==> src/hmte_pkg.sv <==
package hmte_pkg;

    // Page window length: the content opening is matched in one look.
    localparam int LOOKAHEAD = 25;
    localparam int TAG_WIN   = 4;

    localparam int PFILL_W = $clog2(LOOKAHEAD + 1);
    localparam int PIDX_W  = $clog2(LOOKAHEAD);
    localparam int TFILL_W = $clog2(TAG_WIN + 1);
    localparam int TIDX_W  = $clog2(TAG_WIN);

    typedef logic [7:0] byte_t;

    // Element k of a window is the k-th oldest byte.
    typedef logic [LOOKAHEAD-1:0][7:0] page_win_t;
    typedef logic [TAG_WIN-1:0][7:0]   tag_win_t;

    typedef struct packed {
        byte_t data;
        logic  empty;
        logic  last;
    } res_t;

    localparam int OPEN_LEN   = 25;
    localparam int DOPEN_LEN  = 4;
    localparam int DCLOSE_LEN = 5;
    localparam int H2_LEN     = 4;

    localparam byte_t CH_LT  = 8'h3C;
    localparam byte_t CH_GT  = 8'h3E;
    localparam byte_t CH_LBR = 8'h5B;
    localparam byte_t CH_RBR = 8'h5D;
    localparam byte_t CH_NL  = 8'h0A;

    // A string literal holds its first character in the highest byte; this
    // turns it around into window order.
    function automatic page_win_t str_to_win(input logic [8*LOOKAHEAD-1:0] s, input int len);
        page_win_t w;
        w = '0;
        for (int k = 0; k < LOOKAHEAD; k++) begin
            if (k < len) begin
                w[k] = s[8*(len-1-k) +: 8];
            end
        end
        return w;
    endfunction

    localparam page_win_t OPEN_PAT   = str_to_win("<div id=\"mw-content-text\"", OPEN_LEN);
    localparam page_win_t DOPEN_PAT  = str_to_win("<div", DOPEN_LEN);
    localparam page_win_t DCLOSE_PAT = str_to_win("</div", DCLOSE_LEN);
    localparam page_win_t H2_FULL    = str_to_win("<h2>", H2_LEN);
    localparam tag_win_t  H2_PAT     = H2_FULL[TAG_WIN-1:0];

endpackage

==> src/hmte_skid.sv <==
module hmte_skid
    import hmte_pkg::*;
(
    input  logic aclk,
    input  logic aresetn,
    input  logic in_valid,
    output logic in_ready,
    input  res_t in_item,
    output logic out_valid,
    input  logic out_ready,
    output res_t out_item
);

    localparam logic [1:0] CNT_EMPTY = 2'd0;
    localparam logic [1:0] CNT_ONE   = 2'd1;
    localparam logic [1:0] CNT_FULL  = 2'd2;

    logic [1:0] count_reg, count_next;
    res_t       head_reg, head_next;
    res_t       tail_reg, tail_next;
    logic       push, pop;

    assign in_ready  = (count_reg != CNT_FULL);
    assign out_valid = (count_reg != CNT_EMPTY);
    assign out_item  = head_reg;

    assign push = in_valid && in_ready;
    assign pop  = out_valid && out_ready;

    always_comb begin
        head_next  = head_reg;
        tail_next  = tail_reg;
        count_next = count_reg;
        unique case ({push, pop})
            2'b10: begin
                if (count_reg == CNT_EMPTY) begin
                    head_next = in_item;
                end else begin
                    tail_next = in_item;
                end
                count_next = count_reg + 2'd1;
            end
            2'b01: begin
                head_next  = tail_reg;
                count_next = count_reg - 2'd1;
            end
            2'b11: begin
                if (count_reg == CNT_ONE) begin
                    head_next = in_item;
                end else begin
                    head_next = tail_reg;
                    tail_next = in_item;
                end
            end
            2'b00: begin
            end
        endcase
    end

    always_ff @(posedge aclk) begin
        if (!aresetn) begin
            count_reg <= CNT_EMPTY;
        end else begin
            count_reg <= count_next;
        end
    end

    always_ff @(posedge aclk) begin
        head_reg <= head_next;
        tail_reg <= tail_next;
    end

endmodule

==> src/html_main_text_extractor_unit.sv <==
// Channel  Ports                        Fields (lowest bit first)
// input    s_tvalid/s_tready/s_tdata    s_tdata: in_byte; s_tlast: in_last
// result   m_tvalid/m_tready/m_tdata    m_tdata: out_byte; m_tuser: out_empty;
//                                       m_tlast: out_last
//
// While a page runs and the result buffer has room, one byte is taken per cycle;
// the 25-byte window compare, depth update, tag and bracket filters all sit
// between the state registers and a two-entry result buffer, so s_tready depends
// on registers only. When the content div closes, the tag window drains before
// input is taken again. The last byte of a page drains the page window, one step
// per cycle while the buffer has room, then the tag window; the end mark follows.
// aresetn is synchronous; it clears control state, the byte windows are not
// cleared. A stalled result side fills the buffer and then holds s_tready low.
module html_main_text_extractor_unit
    import hmte_pkg::*;
#(
    parameter int DEPTH_BITS = 16
)
(
    input  logic       aclk,
    input  logic       aresetn,
    input  logic       s_tvalid,
    output logic       s_tready,
    input  logic [7:0] s_tdata,   // in_byte
    input  logic       s_tlast,
    output logic       m_tvalid,
    input  logic       m_tready,
    output logic [7:0] m_tdata,   // out_byte
    output logic       m_tuser,   // out_empty
    output logic       m_tlast
);

    localparam logic [1:0] ST_RUN    = 2'd0;
    localparam logic [1:0] ST_PFLUSH = 2'd1;
    localparam logic [1:0] ST_TFLUSH = 2'd2;
    localparam logic [1:0] ST_END    = 2'd3;

    localparam logic [DEPTH_BITS-1:0] DEPTH_TOP = {DEPTH_BITS{1'b1}};

    function automatic logic page_match(page_win_t w, logic [PFILL_W-1:0] avail,
                                        page_win_t pat, int plen);
        logic ok;
        ok = 1'b1;
        for (int k = 0; k < LOOKAHEAD; k++) begin
            if (k < plen && k < int'(avail) && w[k] != pat[k]) begin
                ok = 1'b0;
            end
        end
        return ok;
    endfunction

    function automatic logic tag_match(tag_win_t w, logic [TFILL_W-1:0] avail);
        logic ok;
        ok = 1'b1;
        for (int k = 0; k < TAG_WIN; k++) begin
            if (k < int'(avail) && w[k] != H2_PAT[k]) begin
                ok = 1'b0;
            end
        end
        return ok;
    endfunction

    logic [1:0]            state_reg, state_next;
    logic                  last_mode_reg, last_mode_next;
    page_win_t             pw_reg, pw_next, pw_work;
    logic [PFILL_W-1:0]    pfill_reg, pfill_next, pfill_work;
    logic                  inside_content_reg, inside_content_next;
    logic                  content_done_reg, content_done_next;
    logic [DEPTH_BITS-1:0] depth_reg, depth_next, depth_inc, depth_dec;
    tag_win_t              tw_reg, tw_next, tw_work;
    logic [TFILL_W-1:0]    tfill_reg, tfill_next, tfill_work;
    logic                  inside_tag_reg, inside_tag_next;
    logic                  inside_bracket_reg, inside_bracket_next;
    logic                  hold_valid_reg, hold_valid_next;
    byte_t                 hold_byte_reg, hold_byte_next;

    logic  s_accept, step_en, to_hold;
    logic  do_page, m_open, m_dopen, m_dclose, ic, close, tpush;
    logic  do_tag, it, ib, h2, bcall, gen_valid;
    byte_t c0, bin;

    logic  skid_in_valid, skid_in_ready, skid_out_valid;
    res_t  skid_in_item, skid_out_item;

    assign s_tready = (state_reg == ST_RUN) && skid_in_ready;
    assign s_accept = s_tvalid && s_tready;
    assign step_en  = (state_reg == ST_RUN) ? s_accept : skid_in_ready;
    assign to_hold  = last_mode_reg || (s_accept && s_tlast);

    always_comb begin
        // Page window source: a new byte in RUN, the stored window in PFLUSH.
        pw_work    = pw_reg;
        pfill_work = pfill_reg;
        do_page    = 1'b0;
        if (state_reg == ST_RUN) begin
            if (s_accept && !content_done_reg && pfill_reg < PFILL_W'(LOOKAHEAD)) begin
                pw_work[pfill_reg[PIDX_W-1:0]] = s_tdata;
                pfill_work = pfill_reg + PFILL_W'(1);
                do_page    = (pfill_reg == PFILL_W'(LOOKAHEAD - 1));
            end
        end else if (state_reg == ST_PFLUSH) begin
            do_page = skid_in_ready && !content_done_reg && pfill_reg != '0;
        end

        m_open   = page_match(pw_work, pfill_work, OPEN_PAT, OPEN_LEN);
        m_dopen  = page_match(pw_work, pfill_work, DOPEN_PAT, DOPEN_LEN);
        m_dclose = page_match(pw_work, pfill_work, DCLOSE_PAT, DCLOSE_LEN);
        ic       = inside_content_reg || m_open;
        depth_inc = (m_dopen && depth_reg != DEPTH_TOP) ?
                    depth_reg + DEPTH_BITS'(1) : depth_reg;
        depth_dec = (m_dclose && depth_inc != '0) ?
                    depth_inc - DEPTH_BITS'(1) : depth_inc;

        pw_next             = pw_work;
        pfill_next          = pfill_work;
        inside_content_next = inside_content_reg;
        content_done_next   = content_done_reg;
        depth_next          = depth_reg;
        close               = 1'b0;
        tpush               = 1'b0;
        if (do_page) begin
            inside_content_next = ic;
            if (ic) begin
                depth_next = depth_dec;
                if (depth_dec == '0) begin
                    close             = 1'b1;
                    content_done_next = 1'b1;
                end else begin
                    tpush = 1'b1;
                end
            end
            // The window keeps its place once the content has closed.
            if (!close) begin
                for (int k = 0; k < LOOKAHEAD - 1; k++) begin
                    pw_next[k] = pw_work[k+1];
                end
                pfill_next = pfill_work - PFILL_W'(1);
            end
        end

        // Tag window source: the byte leaving the page window, or a drain step.
        tw_work    = tw_reg;
        tfill_work = tfill_reg;
        do_tag     = 1'b0;
        if (tpush) begin
            tw_work[tfill_reg[TIDX_W-1:0]] = pw_work[0];
            tfill_work = tfill_reg + TFILL_W'(1);
            do_tag     = (tfill_reg == TFILL_W'(TAG_WIN - 1));
        end else if (state_reg == ST_TFLUSH) begin
            do_tag = skid_in_ready && tfill_reg != '0;
        end

        c0    = tw_work[0];
        it    = inside_tag_reg || (c0 == CH_LT);
        h2    = it && tag_match(tw_work, tfill_work);
        bin   = h2 ? CH_NL : c0;
        bcall = h2 || !it;
        ib    = inside_bracket_reg || (bin == CH_LBR);

        tw_next             = tw_work;
        tfill_next          = tfill_work;
        inside_tag_next     = inside_tag_reg;
        inside_bracket_next = inside_bracket_reg;
        gen_valid           = 1'b0;
        if (do_tag) begin
            inside_tag_next = it && (c0 != CH_GT);
            if (bcall) begin
                inside_bracket_next = ib && (bin != CH_RBR);
                gen_valid           = !ib;
            end
            for (int k = 0; k < TAG_WIN - 1; k++) begin
                tw_next[k] = tw_work[k+1];
            end
            tfill_next = tfill_work - TFILL_W'(1);
        end

        state_next     = state_reg;
        last_mode_next = last_mode_reg;
        unique case (state_reg)
            ST_RUN: begin
                if (s_tlast) begin
                    last_mode_next = 1'b1;
                    state_next     = content_done_next ? ST_TFLUSH : ST_PFLUSH;
                end else if (close) begin
                    state_next = ST_TFLUSH;
                end
            end
            ST_PFLUSH: begin
                if (!do_page) begin
                    state_next = ST_TFLUSH;
                end
            end
            ST_TFLUSH: begin
                if (!do_tag) begin
                    state_next = last_mode_reg ? ST_END : ST_RUN;
                end
            end
            ST_END: begin
                state_next = ST_RUN;
            end
        endcase

        // On the last page the newest result is held back, so that the end
        // mark can be set on it once the drain is over.
        skid_in_valid   = 1'b0;
        skid_in_item    = '{data: bin, empty: 1'b0, last: 1'b0};
        hold_valid_next = hold_valid_reg;
        hold_byte_next  = hold_byte_reg;
        if (state_reg == ST_END) begin
            skid_in_valid   = step_en;
            skid_in_item    = hold_valid_reg ?
                              '{data: hold_byte_reg, empty: 1'b0, last: 1'b1} :
                              '{data: 8'h00, empty: 1'b1, last: 1'b1};
            hold_valid_next = 1'b0;
        end else if (gen_valid) begin
            if (to_hold) begin
                skid_in_valid   = hold_valid_reg;
                skid_in_item    = '{data: hold_byte_reg, empty: 1'b0, last: 1'b0};
                hold_valid_next = 1'b1;
                hold_byte_next  = bin;
            end else begin
                skid_in_valid = 1'b1;
            end
        end

        if (state_reg == ST_END) begin
            pfill_next          = '0;
            inside_content_next = 1'b0;
            content_done_next   = 1'b0;
            depth_next          = '0;
            tfill_next          = '0;
            inside_tag_next     = 1'b0;
            inside_bracket_next = 1'b0;
            last_mode_next      = 1'b0;
        end
    end

    always_ff @(posedge aclk) begin
        if (!aresetn) begin
            state_reg          <= ST_RUN;
            last_mode_reg      <= 1'b0;
            pfill_reg          <= '0;
            inside_content_reg <= 1'b0;
            content_done_reg   <= 1'b0;
            depth_reg          <= '0;
            tfill_reg          <= '0;
            inside_tag_reg     <= 1'b0;
            inside_bracket_reg <= 1'b0;
            hold_valid_reg     <= 1'b0;
        end else if (step_en) begin
            state_reg          <= state_next;
            last_mode_reg      <= last_mode_next;
            pfill_reg          <= pfill_next;
            inside_content_reg <= inside_content_next;
            content_done_reg   <= content_done_next;
            depth_reg          <= depth_next;
            tfill_reg          <= tfill_next;
            inside_tag_reg     <= inside_tag_next;
            inside_bracket_reg <= inside_bracket_next;
            hold_valid_reg     <= hold_valid_next;
        end
    end

    always_ff @(posedge aclk) begin
        if (step_en) begin
            pw_reg        <= pw_next;
            tw_reg        <= tw_next;
            hold_byte_reg <= hold_byte_next;
        end
    end

    hmte_skid u_skid (
        .aclk      (aclk),
        .aresetn   (aresetn),
        .in_valid  (skid_in_valid),
        .in_ready  (skid_in_ready),
        .in_item   (skid_in_item),
        .out_valid (skid_out_valid),
        .out_ready (m_tready),
        .out_item  (skid_out_item)
    );

    assign m_tvalid = skid_out_valid;
    assign m_tdata  = skid_out_item.data;
    assign m_tuser  = skid_out_item.empty;
    assign m_tlast  = skid_out_item.last;

`ifndef SYNTHESIS
    a_hold_only_on_last: assert property (@(posedge aclk) disable iff (!aresetn)
        hold_valid_reg |-> last_mode_reg)
        else $error("held result outside the last-page drain");

    a_tag_window_not_full: assert property (@(posedge aclk) disable iff (!aresetn)
        (state_reg == ST_RUN) |-> (tfill_reg < TFILL_W'(TAG_WIN)))
        else $error("tag window full while taking input");

    a_done_needs_content: assert property (@(posedge aclk) disable iff (!aresetn)
        content_done_reg |-> inside_content_reg)
        else $error("content closed without having opened");

    a_end_clears: assert property (@(posedge aclk) disable iff (!aresetn)
        (state_reg == ST_END && skid_in_ready) |=>
        (state_reg == ST_RUN && pfill_reg == '0 && tfill_reg == '0 && !hold_valid_reg))
        else $error("page end did not return to the idle state");
`endif

endmodule

==> config.mk <==
export PLATFORM = sky130hd
export DESIGN_NAME = html_main_text_extractor_unit
export DESIGN_NICKNAME = d
export VERILOG_FILES = /design/src/hmte_pkg.sv /design/src/hmte_skid.sv /design/src/html_main_text_extractor_unit.sv
export SDC_FILE = /design/constraint.sdc
export NUM_CORES = 1
export LEC_CHECK = 0
export BUFFER_PORTS_ARGS = -buffer_cell sky130_fd_sc_hd__buf_4
export CORE_ASPECT_RATIO = 0.7
export CORE_MARGIN = 2
export CORE_UTILIZATION = 40
export CTS_CLUSTER_DIAMETER = 200
export CTS_CLUSTER_SIZE = 10
export DETAILED_ROUTE_END_ITERATION = 16
export GPL_TIMING_DRIVEN = 0
export PLACE_DENSITY = 0.58
export SYNTH_ARGS = -nofsm -noshare
export SYNTH_HDL_FRONTEND = slang
export SYNTH_HIERARCHICAL = 1
export SYNTH_SLANG_ARGS = --single-unit
==> constraint.sdc <==
create_clock -name aclk -period 22.2 [get_ports aclk]
set_clock_uncertainty 0.15 [all_clocks]
set_input_delay 1.11 -clock aclk [delete_from_list [all_inputs] [get_ports aclk]]
set_output_delay 1.11 -clock aclk [all_outputs]
set_load 0.005 [all_outputs]
Yosys cells after proc, flatten, opt, wreduce, memory -nomap -nowiden --
Cells that the tools add are included.
Word-level totals: bits in registers 294, logic and storage cells 342
Cells by class: add/sub/neg operators 8, order comparisons 34, eq/ne operators 54, muxes and demuxes 112, bitwise gates (word level) 1, reductions and logical operators 86
Operators with widths (number):
- $mux 200 | 2
- $mux 192 | 2
- $bwmux 200 | 1
- $ne 8x7->1 const B | 23
- $ne 8x6->1 const B | 12
- $mux 10 | 8
- $mux 16 | 5
- $mux 1 | 68
- $logic_and 1x1->1 | 50
- $lt 5x5->1 const A | 9
- $demux 8 s5 | 1
- $lt 4x5->1 const A | 8
- $bwmux 32 | 1
- $mux 32 | 1
- $pmux 10 s3 | 1
- $mux 5 | 5
- $mux 24 | 1
- $mux 8 | 3
- $reduce_bool 2->1 | 11
- $lt 3x5->1 const A | 4
- $pmux 10 s2 | 1
- $add 16x1->16 const B | 1
- $demux 8 s2 | 1
- $logic_not 16->1 | 1
- 40 further kinds | 75

Longest topological paths before layout --
word-level depth 57, depth in mapped cells 38

Modules after synthesis --
The synthesis kept the hierarchy.
By module, submodules not included:
- html_main_text_extractor_unit | instances 1, cells each 1857, area an instance 16902.5 µm²
- hmte_skid | instances 1, cells each 94, area an instance 1097.3 µm²

Least setup slack after synthesis --
OpenSTA, ideal clock, no wires.
path type input to register, start input port s_tvalid, end register u_skid/tail_reg[0] in the netlist's numbering (enable), library setup time 0.380 ns, data arrival time 8.172 ns, data required time 21.670 ns, slack 13.498 ns, stages 33, buffers on the path 6, cell sequence and4b_1 > clkbuf_1 > buf_1 > nand2_1 > a22oi_1 > ha_1 > a211o_1 > nand3_1 > a211o_1 > buf_2 > nor2_1 > mux2i_1 > ha_1 > and3_1 > nand4_1 > and2_0 > clkbuf_1 > nor3_1 > a2111oi_0 > nor3_1 > nor2_1 > a21boi_1 > buf_2 > mux2i_4 > o311ai_1 > o32a_1 > clkbuf_1 > o41ai_1 > nand2_1 > inv_1 > ha_1 > o21ai_0 > a21oi_1
Between the ends: cells in the longest elaborated chain, start to end 55, elaborated cells on any way between the ends 176, classes of those cells 1 x add/sub; 29 x order compare; 39 x eq/ne; 55 x mux; 52 x reduce/logical
RTL lines:
- start, declared | RTL line html_main_text_extractor_unit.sv:22 | input logic s_tvalid,
- $logic_and 1x1->1 * | RTL line html_main_text_extractor_unit.sv:86 | assign s_accept = s_tvalid && s_tready;
- $logic_and 1x1->1 (2 in series) | RTL line html_main_text_extractor_unit.sv:96 | if (s_accept && !content_done_reg && pfill_reg < PFILL_W'(LOOKAHEAD)) begin
- $mux 5 / $mux 200 (equally long branches) | RTL line html_main_text_extractor_unit.sv:96
- $mux 5 / $mux 200 (equally long branches) | RTL line html_main_text_extractor_unit.sv:95 | if (state_reg == ST_RUN) begin
- $lt 1x5->1 / $ne 8x6->1 (equally long branches) | RTL line html_main_text_extractor_unit.sv:45 | if (k < plen && k < int'(avail) && w[k] != pat[k]) begin
- $logic_and 1x1->1 | RTL line html_main_text_extractor_unit.sv:45
- $mux 1 (25 in series) | RTL line html_main_text_extractor_unit.sv:45
- $logic_or 1x1->1 | RTL line html_main_text_extractor_unit.sv:108 | ic = inside_content_reg || m_open;
- [15 not listed]
- $mux 1 | RTL line html_main_text_extractor_unit.sv:165 | if (do_tag) begin
- $mux 1 | RTL line html_main_text_extractor_unit.sv:215 | end else if (gen_valid) begin
- $mux 1 * | RTL line html_main_text_extractor_unit.sv:209 | if (state_reg == ST_END) begin
- net skid_in_valid | RTL line html_main_text_extractor_unit.sv:82 | logic skid_in_valid, skid_in_ready, skid_out_valid;
- $logic_and 1x1->1 * | RTL line hmte_skid.sv:27 | assign push = in_valid && in_ready;
- $eq 2x2->1 | RTL line hmte_skid.sv:34 | unique case ({push, pop})
- $ne 2x2->1 (no source line) / $reduce_bool 2->1 (equally long branches)
- $reduce_and 3->1 (no source line) *
- end signal, assigned | RTL line hmte_skid.sv:70 | tail_reg <= tail_next;
- end, declared | RTL line hmte_skid.sv:20 | res_t tail_reg, tail_next;
The timed path passes the listed nets; every way through them passes the cells marked *. A chain may end at the register's enable or synchronous reset.

Worst setup path in the final report --
start register u_skid.count_reg[0], end register u_skid/tail_reg[4] in the netlist's numbering (enable)
Between the ends: cells in the longest elaborated chain, start to end 57, elaborated cells on any way between the ends 187, classes of those cells 1 x add/sub; 29 x order compare; 41 x eq/ne; 57 x mux; 59 x reduce/logical
RTL lines:
- start, declared | RTL line hmte_skid.sv:18 | logic [1:0] count_reg, count_next;
- start signal, assigned | RTL line hmte_skid.sv:64 | count_reg <= count_next;
- $ne 2x2->1 * | RTL line hmte_skid.sv:23 | assign in_ready = (count_reg != CNT_FULL);
- net skid_in_ready | RTL line html_main_text_extractor_unit.sv:82
- $logic_and 1x1->1 | RTL line html_main_text_extractor_unit.sv:85 | assign s_tready = (state_reg == ST_RUN) && skid_in_ready;
- $logic_and 1x1->1 | RTL line html_main_text_extractor_unit.sv:86
- $logic_and 1x1->1 (2 in series) | RTL line html_main_text_extractor_unit.sv:96
- $mux 5 / $mux 200 (equally long branches) | RTL line html_main_text_extractor_unit.sv:96
- $mux 5 / $mux 200 (equally long branches) | RTL line html_main_text_extractor_unit.sv:95
- $lt 1x5->1 / $ne 8x6->1 (equally long branches) | RTL line html_main_text_extractor_unit.sv:45
- [42 not listed]
- $mux 1 | RTL line html_main_text_extractor_unit.sv:165
- $mux 1 | RTL line html_main_text_extractor_unit.sv:215
- $mux 1 * | RTL line html_main_text_extractor_unit.sv:209
- net skid_in_valid | RTL line html_main_text_extractor_unit.sv:82
- $logic_and 1x1->1 * | RTL line hmte_skid.sv:27
- $eq 2x2->1 | RTL line hmte_skid.sv:34
- $ne 2x2->1 (no source line) / $reduce_bool 2->1 (equally long branches)
- $reduce_and 3->1 (no source line) *
Marks and branches as above.

==> impl.org <==
** Clocking
- Post-CTS Repair Setup Buffers :: 0
- TritonCTS built the clock tree.
- The number of clock buffers added by TritonCTS is 35.
- The clock tree synthesis step divided the H-tree into 2 levels.
- The clock net in this run drives a total of 294 sinks.
- Number of buffers on the longest clock path :: 3
- The later pin in the worst-skew pair is clocked with a latency of 0.52 ns.
- In this run, post-CTS hold repair placed 0 buffers.
- # resized after CTS :: 0
- Register clock-pin slew on the reported worst setup and hold paths :: roughly 0.060 ns
- In this run the clock root is driven by a clkbuf_16.

** Floorplanning
- Die span in x :: ~260 µm
- Full die area :: 46,700 µm²
- The region available for standard cell placement spans ~44,000 µm².
- Row count :: 64
- In this run the vertical extent of the chip is around 180 µm.
- Once the floorplan was initialized, standard cells occupied slightly above 40% of the core.
- Top-level I/O count :: 25

** Placed design
- Placed standard-cell area :: 19,000 µm²
- Port buffering added 21 buffers.
- Placed wire-length estimate :: approximately 40,000 µm
- The number of placed instances, taps included, is 2,568.
- The congestion estimate from routability-driven global placement came to around 0.97.

** Global routing
- The number of global-route vias before repair came to 15,200.
- Antenna violations before repair :: 0
- Total track usage :: between 20% and 30%
- Entering global routing, the biggest net connects ~110 pins.
- The first global-routing pass estimated ~90,000 µm of wire.
- Residual overflow from global routing :: 0

** Layout
- Non-filler instance count after layout :: between 2,000 and 3,000
- The register with the most flip-flops in the layout has 200 of them.
- Most used cells in the layout excluding fill and tap cells :: 422 x nor2_1, 260 x edfxtp_1, 179 x o22ai_1, 138 x nand2_1, 120 x clkbuf_1
- The filler cells instantiated in the layout total ~4,200.
- Compared with the post-synthesis result, the final layout area differs by 10.7%.
- The net count of the finished layout is 2,051.
- Leading cell type in the layout, fill and taps excluded :: nor2_1
- Cells with a size suffix above 1 make up 5.86% of the layout.
- After routing the design area is around 20,000 µm².
- Antenna Cells :: 0
- Summing all flip-flop and latch instances after layout gives about 8500 µm².
- Multi-input gate area :: ~8900 µm²

** Synthesis
- Yosys mapped a number of flops with a built-in enable equal to 260.
- Gate Count Post-Synth :: approximately 2,000
- Yosys warning count :: 6
- For this run, the leading register cell type out of synthesis is edfxtp_1.
- Ranked by total cell area, the synthesized netlist is headed by edfxtp_1 43%, nor2_1 8.8%, o22ai_1 6.2%.
- Nets in the synthesized netlist :: about 2,000
- Yosys cell types :: slightly above 90
- Mapped Avg Cell Area :: 9.23 µm²
- Of all cell types, the one taking the most synthesized area is edfxtp_1.
- After synthesis the cells add up to about 18,000 µm².
- Sequential cell area fraction in the yosys report :: 47.2%
- Counting flops and latches in the post-synthesis netlist gives ~300.
- The share of synthesized area in the top cell type comes to between 40% and 50%.
- Share of flip-flops with an asynchronous set or reset :: 0%

** Power
- Of the total power, the share spent switching nets is a little under two fifths.
- The analysis attributes to cell leakage a power of 7.10 nW.
- Switching power :: around 0.90 mW
- Internal Dissipation :: roughly 1.5 mW
- The clock network is responsible for a little over a fifth of the overall power.
- Sequential cells burn a little under half of the power.
- VDD sags by at most roughly 0.083 mV.
- The share of total power dissipated in combinational logic is between 30% and 40%.
- Power density of the placed cells :: ~120 nW/µm²

** Timing
- For the final routed database, the setup TNS stands at 0 ns.
- Shortest period the worst path allows :: 11.86 ns
- Setup violations remaining at the end of the flow were counted as 0.
- In this run the tightest slew margin relative to its limit is around 24%.
- Setup repair after global routing left no endpoint under its margin.
- Of the available clock period, the critical path in the final layout requires between 50% and 60%.
- For this run, the top clock speed supported by timing is between 80 and 90 MHz.
- Hold timing on the final database bottoms out at a slack of 0.348 ns.
- At the pin with the least slew margin, the transition time is around 1.1 ns.
- The number of hold-slack violations in the final timing report is 0.
- The number of pins exceeding their max-slew limit in the final report is 0.

** Critical path
- The worst setup path is launched from a flop.
- The endpoint identified for the worst register-to-register timing path is u_skid/tail_reg[4].
- Number of cells on the worst reg-to-reg path :: 36
- Element type at the critical path end :: flop
- Worst EP required :: between 20 and 25 ns
- Worst R2R Start :: u_skid/count_reg[0]
- Data arrival at the endpoint of the critical path :: ~12 ns
- In this run the register-to-register setup slack is 10.34 ns.
- The critical path is of the reg2reg type.
- The critical path crosses 36 cells after its start point.
- Family of cells with the greatest summed delay on the critical path :: compound AO/OA/AOI/OAI gates
- The slowest stage of the critical path belongs to the cell a21oi_1.
- Buffers & Inverters on Critical Path :: 9
- The largest single stage delay on the critical path is between 0.8 and 0.9 ns.
- The cell that appears most often on the critical path is ha_1.
- Largest fanout on the critical path :: 10

** Routing
- In the routed design, unresolved DRC markers number 0.
- Post-detailed-route count of antenna-violating nets :: 0
- Iteration-0 DRC Markers :: 1,991
- Routed WL per cell :: about 22 µm
- Number of iterations in the first detailed-routing pass :: 6
- Routed vias :: approximately 16,000
- Post-detailed-route via-to-cell ratio :: just over 6
- The final layout contains routed wiring with a total length of ~58,000 µm.

** Run
- Max cap viols :: 0

** Hold path
- The worst hold path terminates at depth_reg[11].
- Hold Crit Start :: depth_reg[11]
- The tightest min-delay check is of the reg2reg type.
- Counting instances, the worst hold path has a depth of 2.

** Outcome
- Run status :: finished, final reports clean
==> through the flow <==
step	setup slack, ns	util, %	power (mW)
finish	10.34	45.2	2.40
floorplan	13.50	-	1.61
CTS	10.70	45.2	2.38
detailed placement	10.39	43.1	1.86
global route	9.66	45.2	2.54
global placement	10.51	42.9	1.87
==> power by group through the flow <==
stage	Combinational, mW	Sequential [mW]	Clock, mW
after floorplan	0.563	1.05	0
after CTS	0.778	1.08	0.529
after global routing	0.877	1.11	0.551
after detailed placement	0.776	1.08	0
after global placement	0.751	1.12	0
final	0.792	1.08	0.520
==> worst min-delay path, cell delays in order (launching register included) <==
cell     delay, ns
dfxtp_1       0.33
nand2_1       0.06
o21ai_0       0.06
==> how the worst max path moves through the flow <==
| stage | from | endpoint | slack [ns] |
|---|---|---|---|
| 3_5_place_dp | s_tvalid | u_skid/tail_reg[1] | 10.39 |
| 6_report | u_skid/count_reg[0] | u_skid/tail_reg[4] | 10.34 |
| 3_3_place_gp | s_tvalid | u_skid/tail_reg[1] | 10.51 |
| 2_1_floorplan | s_tvalid | u_skid/tail_reg[0] | 13.50 |
| 4_1_cts | u_skid/count_reg[0] | u_skid/tail_reg[4] | 10.70 |
| 5_1_grt | u_skid/count_reg[0] | u_skid/tail_reg[4] | 9.66 |
==> kinds of logic (layout without fill, tap and decap cells) <==
logic type               Yosys count  after routing  share of synthesized area (%)
AO/OA/AOI/OAI                    519            519                           18.7
XOR/XNOR                          27             27                           1.31
adder cells (fa/ha/maj)           27             27                           1.88
buffers and inverters            155            233                           3.41
flip-flops                       294            294                           47.2
multiplexers                      68             68                           3.97
AND/OR/NAND/NOR                  861            861                           23.6
==> layout make-up <==
class,instances,area share [%]
inverter,34,0.678
timing repair buffer,23,1.07
sequential,294,42.6
buffer,121,2.44
tap,594,3.73
multi-input combinational,1502,44.7
clock buffer,53,4.73
clock inverter,2,0.0879
==> Yosys cell counts (6+ instances only) <==
cell and count:
nand3_1 44, nand2b_1 14, nand4b_1 12, and4b_1 12
or3_1 7, edfxtp_1 260, nor2_1 422, mux2i_1 50
a21boi_0 6, xor2_1 8, buf_2 11, a21o_1 8
nor4bb_1 17, a31oi_1 20, a2111oi_0 6, nor4b_1 16
clkbuf_1 102, nand2_1 138, o41ai_1 6, dfxtp_1 34
and3_1 13, o21ai_0 59, o211ai_1 18, a21oi_1 98
nand4_1 28, nor4_1 16, nor2b_1 17, nor3_1 20
o21a_1 6, o31ai_1 22, mux2_2 17, a22oi_1 12
or4_1 8, and4_1 14, o21ai_1 7, and2_1 28
xnor2_1 19, o22ai_1 179, a211oi_1 20, inv_1 30
ha_1 27
==> metal layers <==
metal	vias up	part of all wire (%)	GRT usage (%)
li1	7527	-	-
met1	7932	49	38.7
met2	684	39	32.5
met3	76	9.7	5.89
met4	0	1.9	5.34
met5	-	0	0
Note: power is estimated with default switching activity, not from simulation.
